==> src/design/trs_tmb_pkg.sv <==
// Shared types and constants of the TRS transform matrix builder.
`timescale 1ns / 1ps
`default_nettype none

package trs_tmb_pkg;

    // Width of one Q16.16 matrix element, position or scale
    localparam int VALUE_W         = 32;
    // Width of one quaternion component
    localparam int QUAT_W          = 16;
    // Fraction bits of position, scale and matrix elements
    localparam int VALUE_FRAC_BITS = 16;
    // Default fraction bits of the quaternion components
    localparam int QUAT_FRAC_BITS  = 14;
    // Register stages of the element scaling unit
    localparam int ELEM_LAT        = 4;

    // One scaled matrix element leaving the scaling unit
    typedef struct packed {
        logic               valid;
        logic               sat;
        logic [VALUE_W-1:0] value;
    } t_elem_res;

endpackage

`default_nettype wire

==> src/design/trs_tmb_elem_scale.sv <==
// Scaling unit: rotation element times column scale, rounded and saturated to Q16.16.
`timescale 1ns / 1ps
`default_nettype none

module trs_tmb_elem_scale
    import trs_tmb_pkg::*;
#(
    parameter int QUAT_FRAC_BITS = trs_tmb_pkg::QUAT_FRAC_BITS,
    parameter int RW             = ((2 * QUAT_FRAC_BITS > 32) ? 2 * QUAT_FRAC_BITS : 32) + 2
) (
    input  wire logic                      i_clk,
    input  wire logic                      i_rst_n,
    input  wire logic                      i_valid,
    input  wire logic signed [RW-1:0]      i_r,
    input  wire logic signed [VALUE_W-1:0] i_scale,
    output t_elem_res                      o_res
);

    localparam int RSHIFT = 2 * QUAT_FRAC_BITS;
    // Magnitude of an element, its high part and the full product
    localparam int MW     = RW - 1;
    localparam int HW     = MW - VALUE_W;
    localparam int PW     = MW + VALUE_W;
    localparam int SW     = PW - RSHIFT;

    logic [RW-1:0]      n_r_abs;
    logic [VALUE_W-1:0] n_s_abs;

    logic                 r_a_vld;
    logic                 r_a_neg;
    logic [MW-1:0]        r_a_mr;
    logic [VALUE_W-1:0]   r_a_ms;

    logic                 r_b_vld;
    logic                 r_b_neg;
    logic [2*VALUE_W-1:0] r_b_pl;
    logic [MW-1:0]        r_b_ph;

    logic                 r_c_vld;
    logic                 r_c_neg;
    logic [PW-1:0]        r_c_sum;

    logic [SW-1:0]        n_mag;
    logic [SW-1:0]        n_lim;
    logic                 n_sat;
    logic [VALUE_W-1:0]   n_val;

    logic                 r_res_vld;
    logic                 r_res_sat;
    logic [VALUE_W-1:0]   r_res_val;

    // Split both operands into sign and magnitude
    assign n_r_abs = i_r[RW-1] ? (RW'(0) - i_r) : i_r;
    assign n_s_abs = i_scale[VALUE_W-1] ? (VALUE_W'(0) - i_scale) : i_scale;

    // Advance valid bits of all stages
    always_ff @(posedge i_clk) begin
        if (!i_rst_n) begin
            r_a_vld   <= 1'b0;
            r_b_vld   <= 1'b0;
            r_c_vld   <= 1'b0;
            r_res_vld <= 1'b0;
        end else begin
            r_a_vld   <= i_valid;
            r_b_vld   <= r_a_vld;
            r_c_vld   <= r_b_vld;
            r_res_vld <= r_c_vld;
        end
    end

    // Stage A: hold magnitudes and the product sign
    always_ff @(posedge i_clk) begin
        if (i_valid) begin
            r_a_neg <= i_r[RW-1] ^ i_scale[VALUE_W-1];
            r_a_mr  <= n_r_abs[MW-1:0];
            r_a_ms  <= n_s_abs;
        end
    end

    // Stage B: low and high partial products
    always_ff @(posedge i_clk) begin
        if (r_a_vld) begin
            r_b_neg <= r_a_neg;
            r_b_pl  <= (2*VALUE_W)'(r_a_mr[VALUE_W-1:0]) * (2*VALUE_W)'(r_a_ms);
            r_b_ph  <= MW'(r_a_mr[MW-1:MW-HW]) * MW'(r_a_ms);
        end
    end

    // Stage C: join partial products and add the rounding half
    always_ff @(posedge i_clk) begin
        if (r_b_vld) begin
            r_c_neg <= r_b_neg;
            r_c_sum <= PW'(r_b_pl) + {r_b_ph, {VALUE_W{1'b0}}}
                       + (PW'(1) << (RSHIFT - 1));
        end
    end

    // Drop fraction bits, clamp to the signed range, restore the sign
    assign n_mag = r_c_sum[PW-1:RSHIFT];
    assign n_lim = r_c_neg ? (SW'(1) << (VALUE_W - 1))
                           : ((SW'(1) << (VALUE_W - 1)) - SW'(1));
    assign n_sat = (n_mag > n_lim);
    always_comb begin
        n_val = n_sat ? n_lim[VALUE_W-1:0] : n_mag[VALUE_W-1:0];
        if (r_c_neg) begin
            n_val = VALUE_W'(0) - n_val;
        end
    end

    // Stage D: hold the finished element
    always_ff @(posedge i_clk) begin
        if (r_c_vld) begin
            r_res_sat <= n_sat;
            r_res_val <= n_val;
        end
    end

    assign o_res = {r_res_vld, r_res_sat, r_res_val};

endmodule

`default_nettype wire

==> config.mk <==
export PLATFORM = sky130hd
export DESIGN_NAME = trs_tmb_elem_scale
export DESIGN_NICKNAME = d
export VERILOG_FILES = /design/src/design/trs_tmb_pkg.sv /design/src/design/trs_tmb_elem_scale.sv
export SDC_FILE = /design/constraint.sdc
export NUM_CORES = 2
export LEC_CHECK = 0
export BUFFER_PORTS_ARGS = -buffer_cell sky130_fd_sc_hd__buf_2
export CAP_MARGIN = 20
export CORE_MARGIN = 3
export CORE_UTILIZATION = 55
export DETAILED_ROUTE_END_ITERATION = 7
export PLACE_DENSITY_LB_ADDON = 0.25
export SYNTH_ARGS = -nofsm -noshare
export SYNTH_HDL_FRONTEND = slang
export SYNTH_SLANG_ARGS = --single-unit
==> constraint.sdc <==
create_clock -name i_clk -period 22.8 [get_ports i_clk]
set_input_delay 1.14 -clock i_clk [delete_from_list [all_inputs] [get_ports i_clk]]
set_output_delay 1.14 -clock i_clk [all_outputs]
set_load 0.02 [all_outputs]
# Word level (Yosys, flattened, before mapping)
# Index checks and enable logic that the tools add are counted.
# totals
ff_bits	267
input_bits	69
word_cells	29
# op_classes
add_sub_neg	5
multipliers	2
n_lt_le_gt_ge	1
mux	5
bitwise_logic	1
# ops
operator	n
$mux W32	3
$add A64 B65 Y65	1
$add A65 B28 Y65 const B	1
$mul A32 B32 Y64	1
$sub A1 B32 Y32 const A	2
$gt A37 B32 Y1	1
$mul A1 B32 Y33	1
$mux W33	1
$sub A1 B33 Y33 const A	1
$mux W31	1
$xor A1 B1 Y1	1

# Depth between registers and ports, before layout
# logic_depth
depth_word	5
depth_mapped	28

# Worst setup path after synthesis
# No wires, ideal clock.
# synth_timing
path_kind	flip-flop to flip-flop
startpoint	register r_a_ms[7]
endpoint	register r_b_pl[63], data pin
t_arrival_ps	7371
required_time_ps	22540
setup_slack_ps	15169
path_stages_with_launch	26
cell_sequence	edfxtp_1 -> clkbuf_1 -> and2_1 -> fa_1 -> fa_1 -> fa_1 -> inv_1 -> fa_1 -> inv_1 -> fa_1 -> inv_1 -> fa_1 -> inv_1 -> fa_1 -> inv_1 -> fa_1 -> inv_1 -> ha_1 -> a21o_1 -> a2111o_1 -> or4_1 -> nand3_1 -> or4b_1 -> a31o_2 -> a21oi_2 -> xnor2_1
# synth_between
elab_chain_cells	1
# synth_rtl
element	line_no	rtl
start: declaration	trs_tmb_elem_scale.sv:32	logic [VALUE_W-1:0] r_a_ms;
start signal: assignment	trs_tmb_elem_scale.sv:76	r_a_ms <= n_s_abs;
$mul A32 B32 Y64	trs_tmb_elem_scale.sv:84	r_b_pl <= (2*VALUE_W)'(r_a_mr[VALUE_W-1:0]) * (2*VALUE_W)'(r_a_ms);
end signal: assignment	trs_tmb_elem_scale.sv:84	
end: declaration	trs_tmb_elem_scale.sv:36	logic [2*VALUE_W-1:0] r_b_pl;
# No other way between the ends.
# A chain may end at the register's enable or synchronous reset.

# Final worst setup path
# layout_timing
startpoint	register r_a_ms[4]
endpoint	register r_b_pl[50], data pin
# The elaborated chain is that of the path after synthesis.

==> qor.yml <==
run_status:
  status: "complete, no violations"
placed_design:
  dp_hpwl_um: 84000
  gp_congestion: 0.904
  port_buffers: 102
synthesis:
  synth_top_family_by_area: "adder cells"
  synth_xor_area_frac: 0.0269
  ys_seq_area_frac: 0.143
  synth-compound-area-share: 0.0594
  synth_mux_area_frac: 0.00117
  synthAdderAreaFrac: 0.500
  yosys.area_share.simple: 0.170
  syn_nets: 5861
  yosysWarnings: 0
  syn_area_mm2: 0.0440
  netlist.area_leader.share: 0.407
  async_flop_share: 0
  avgSynthCellArea_um2: 9.63
  synthDistinctLibCells: 79
  synth_area_leaders: "fa_1 41%, edfxtp_1 14%, ha_1 9.3%"
  yosys.area.top_type: "fa_1"
  synth_common_cells: "915 x inv_1, 895 x fa_1, 641 x and2_1"
  synthFlopType: "edfxtp_1"
  ys_seq_elements: 211
  yosysMostFrequentCell: "inv_1"
  synth_edf_count: 207
  netlist_instances: 4569
die:
  start_util: 0.556
  die_w_um: 289
  io_pins: 103
  dieArea_mm2: 0.0834
  fp.dieH_um: 289
  row_count: 103
  fp.coreArea_mm2: 0.0791
timing:
  finalHoldViolations: 0
  fmax_mhz: 114
  fin_setup_tns_ns: 0
  slew_violations: 0
  rsz0062_at_grt: "no"
  setup_violations: 0
  skew_ns: 0.0499
  slew_headroom: 0.226
  min_period_ns: 8.75
  worst_slew_pin_slew_ns: 1.16
  fin_crit_sh: 0.384
critical_path:
  worstReg2RegEnd: "r_b_pl[50]"
  path_buf_inv: 5
  worst-path-stages: 24
  critPathMaxStageDelay_ns: 1.12
  ff2ff_path_depth: 24
  cp_slowest_cell: "edfxtp_1"
  path_class: "register to register"
  cp_max_fo: 33
  path_delay_family: "adder cells"
  rrSetupSlack_ns: 14.05
  cp.required_ns: 23.11
  critPathLaunch: "r_a_ms[4]"
  crit_path_cell_trace: "and2_1 > fa_1 > inv_1 > fa_1 > fa_1 > fa_1 > inv_1 > fa_1 > fa_1 > fa_1 > inv_1 > fa_1 > inv_1 > ha_1 > a21o_1 > a31oi_1 > nand2_1 > a2111oi_0 > nor4b_1 > buf_4 > o2111ai_1 > o211ai_1 > nor2_1 > xnor2_1"
  reg2reg_from: "r_a_ms[4]"
  cp_data_arrival_time_ns: 9.06
  cp-start-kind: "register"
  cp_common_cell: "fa_1"
  cp-end-kind: "register"
clock_tree:
  cts_max_level: 1
  cts_made_buffers: 25
  clock-root-buffer: "clkbuf_16"
  ctsResizeCount: 0
  cts-hold-fix-buffers: 0
  max-clock-path-buffers: 3
  post_cts_buffers: 0
  cts_tree: "built"
  clk_pin_slew_ns: 0.06
  clock-sinks: 211
  clkLatencyLatePin_ns: 0.60
drt:
  antenna_left: 0
  num_vias: 31600
  drc_errors: 0
  finalWirelength_um: 114000
  viasPerCell: 5.63
  drt_iter0_markers: 2234
  dr.pass1.iters: 7
  routedWlPerCell_um: 20.3
finish:
  finalNetCount: 5827
  syn_to_final_growth_pct: 5.30
  drive_above_1_share: 0.0527
  diodes: 0
global_routing:
  grt_pass1_wl_um: 183000
  grt_pass1_vias: 33300
  track_usage: 0.284
  antenna_found_initial: 2
  grt_max_degree: 72
  grt-ovfl-total: 0
min_path:
  holdPathEnd: "r_c_neg"
  hold_depth: 0
  hold_start: "r_b_neg"
  hold_path_class: "register to register"
job:
  cap_violations: 0
how the worst max path moves through the flow:
stage	endpoint	slack, ns
floorplan	r_b_pl[63]	15.17
global placement	r_b_pl[63]	14.18
detailed placement	r_b_pl[63]	14.07
CTS	r_b_pl[63]	14.03
global route	r_b_pl[50]	13.65
finish	r_b_pl[50]	14.05
registers in the layout (all words and copies together), names as in the netlist:
register and cells:
r_b_pl 37, r_c_sum 37, r_a_mr 33, r_a_ms 32, r_b_ph 32, r_res_val 32
r_a_neg 1, r_a_vld 1, r_b_neg 1, r_b_vld 1, r_c_neg 1, r_c_vld 1
r_res_sat 1, r_res_vld 1
cells by family after synthesis:
group                    Yosys count
AO/OA/AOI/OAI                    411
XOR/XNOR                         135
adder cells (fa/ha/maj)         1223
buffers and inverters           1150
flip-flops                       211
multiplexers                       5
AND/OR/NAND/NOR                 1434
metal layers:
metal | GRT usage | part of all wire | vias to the layer above
li1 | - | - | 13900
met1 | 0.405 | 0.42 | 15900
met2 | 0.446 | 0.45 | 1508
met3 | 0.0493 | 0.094 | 249
met4 | 0.0880 | 0.037 | 2
met5 | 0 | 0.00034 | -
cell usage in the layout (no fill, tap or decap), drive strengths merged, types with 5 or more instances in the layout:
master / synthesis / routed
a211oi: 19 / 19
a21o: 51 / 51
a21oi: 120 / 120
a221oi: 5 / 5
a31oi: 13 / 13
and2: 641 / 641
and3: 17 / 17
and4: 6 / 6
buf: 12 / 174
clkbuf: 223 / 34
clkinv: 0 / 6
edfxtp: 207 / 207
fa: 895 / 895
ha: 328 / 328
inv: 915 / 919
nand2: 537 / 537
nand2b: 14 / 14
nand3: 29 / 29
nand4: 23 / 23
nor2: 50 / 50
nor2b: 5 / 5
nor3: 46 / 46
nor4: 10 / 10
o211ai: 8 / 8
o21a: 8 / 8
o21ai: 103 / 103
o21bai: 10 / 10
o31ai: 20 / 20
o41ai: 11 / 11
or2: 10 / 10
or3: 18 / 18
or4: 10 / 10
xnor2: 104 / 104
xor2: 31 / 31
stage by stage:
step | instances | utilization | hold WS (ns) | setup WS, ns | area [um^2]
2_1_floorplan | 4569 | - | 0.400 | 15.17 | 44000
3_3_place_gp | 5553 | 0.574 | 0.402 | 14.18 | 45400
4_1_cts | 5599 | 0.584 | 0.419 | 14.03 | 46200
5_1_grt | 5604 | 0.586 | 0.444 | 13.65 | 46300
3_5_place_dp | 5553 | 0.574 | 0.405 | 14.07 | 45400
6_report | 5604 | 0.586 | 0.417 | 14.05 | 46300
area by class of cell:
cell class / instances / area (um^2)
Multi-Input combinational cell: 3208 / 33400
Fill cell: 6891 / 32800
Sequential cell: 211 / 6300
Inverter: 915 / 3430
Tap cell: 1050 / 1310
Timing Repair Buffer: 174 / 1110
Clock buffer: 34 / 699
Clock inverter: 12 / 115
Power is not shown: default switching activity piles up to over one toggle a cycle in this logic, so the estimate is an artifact.
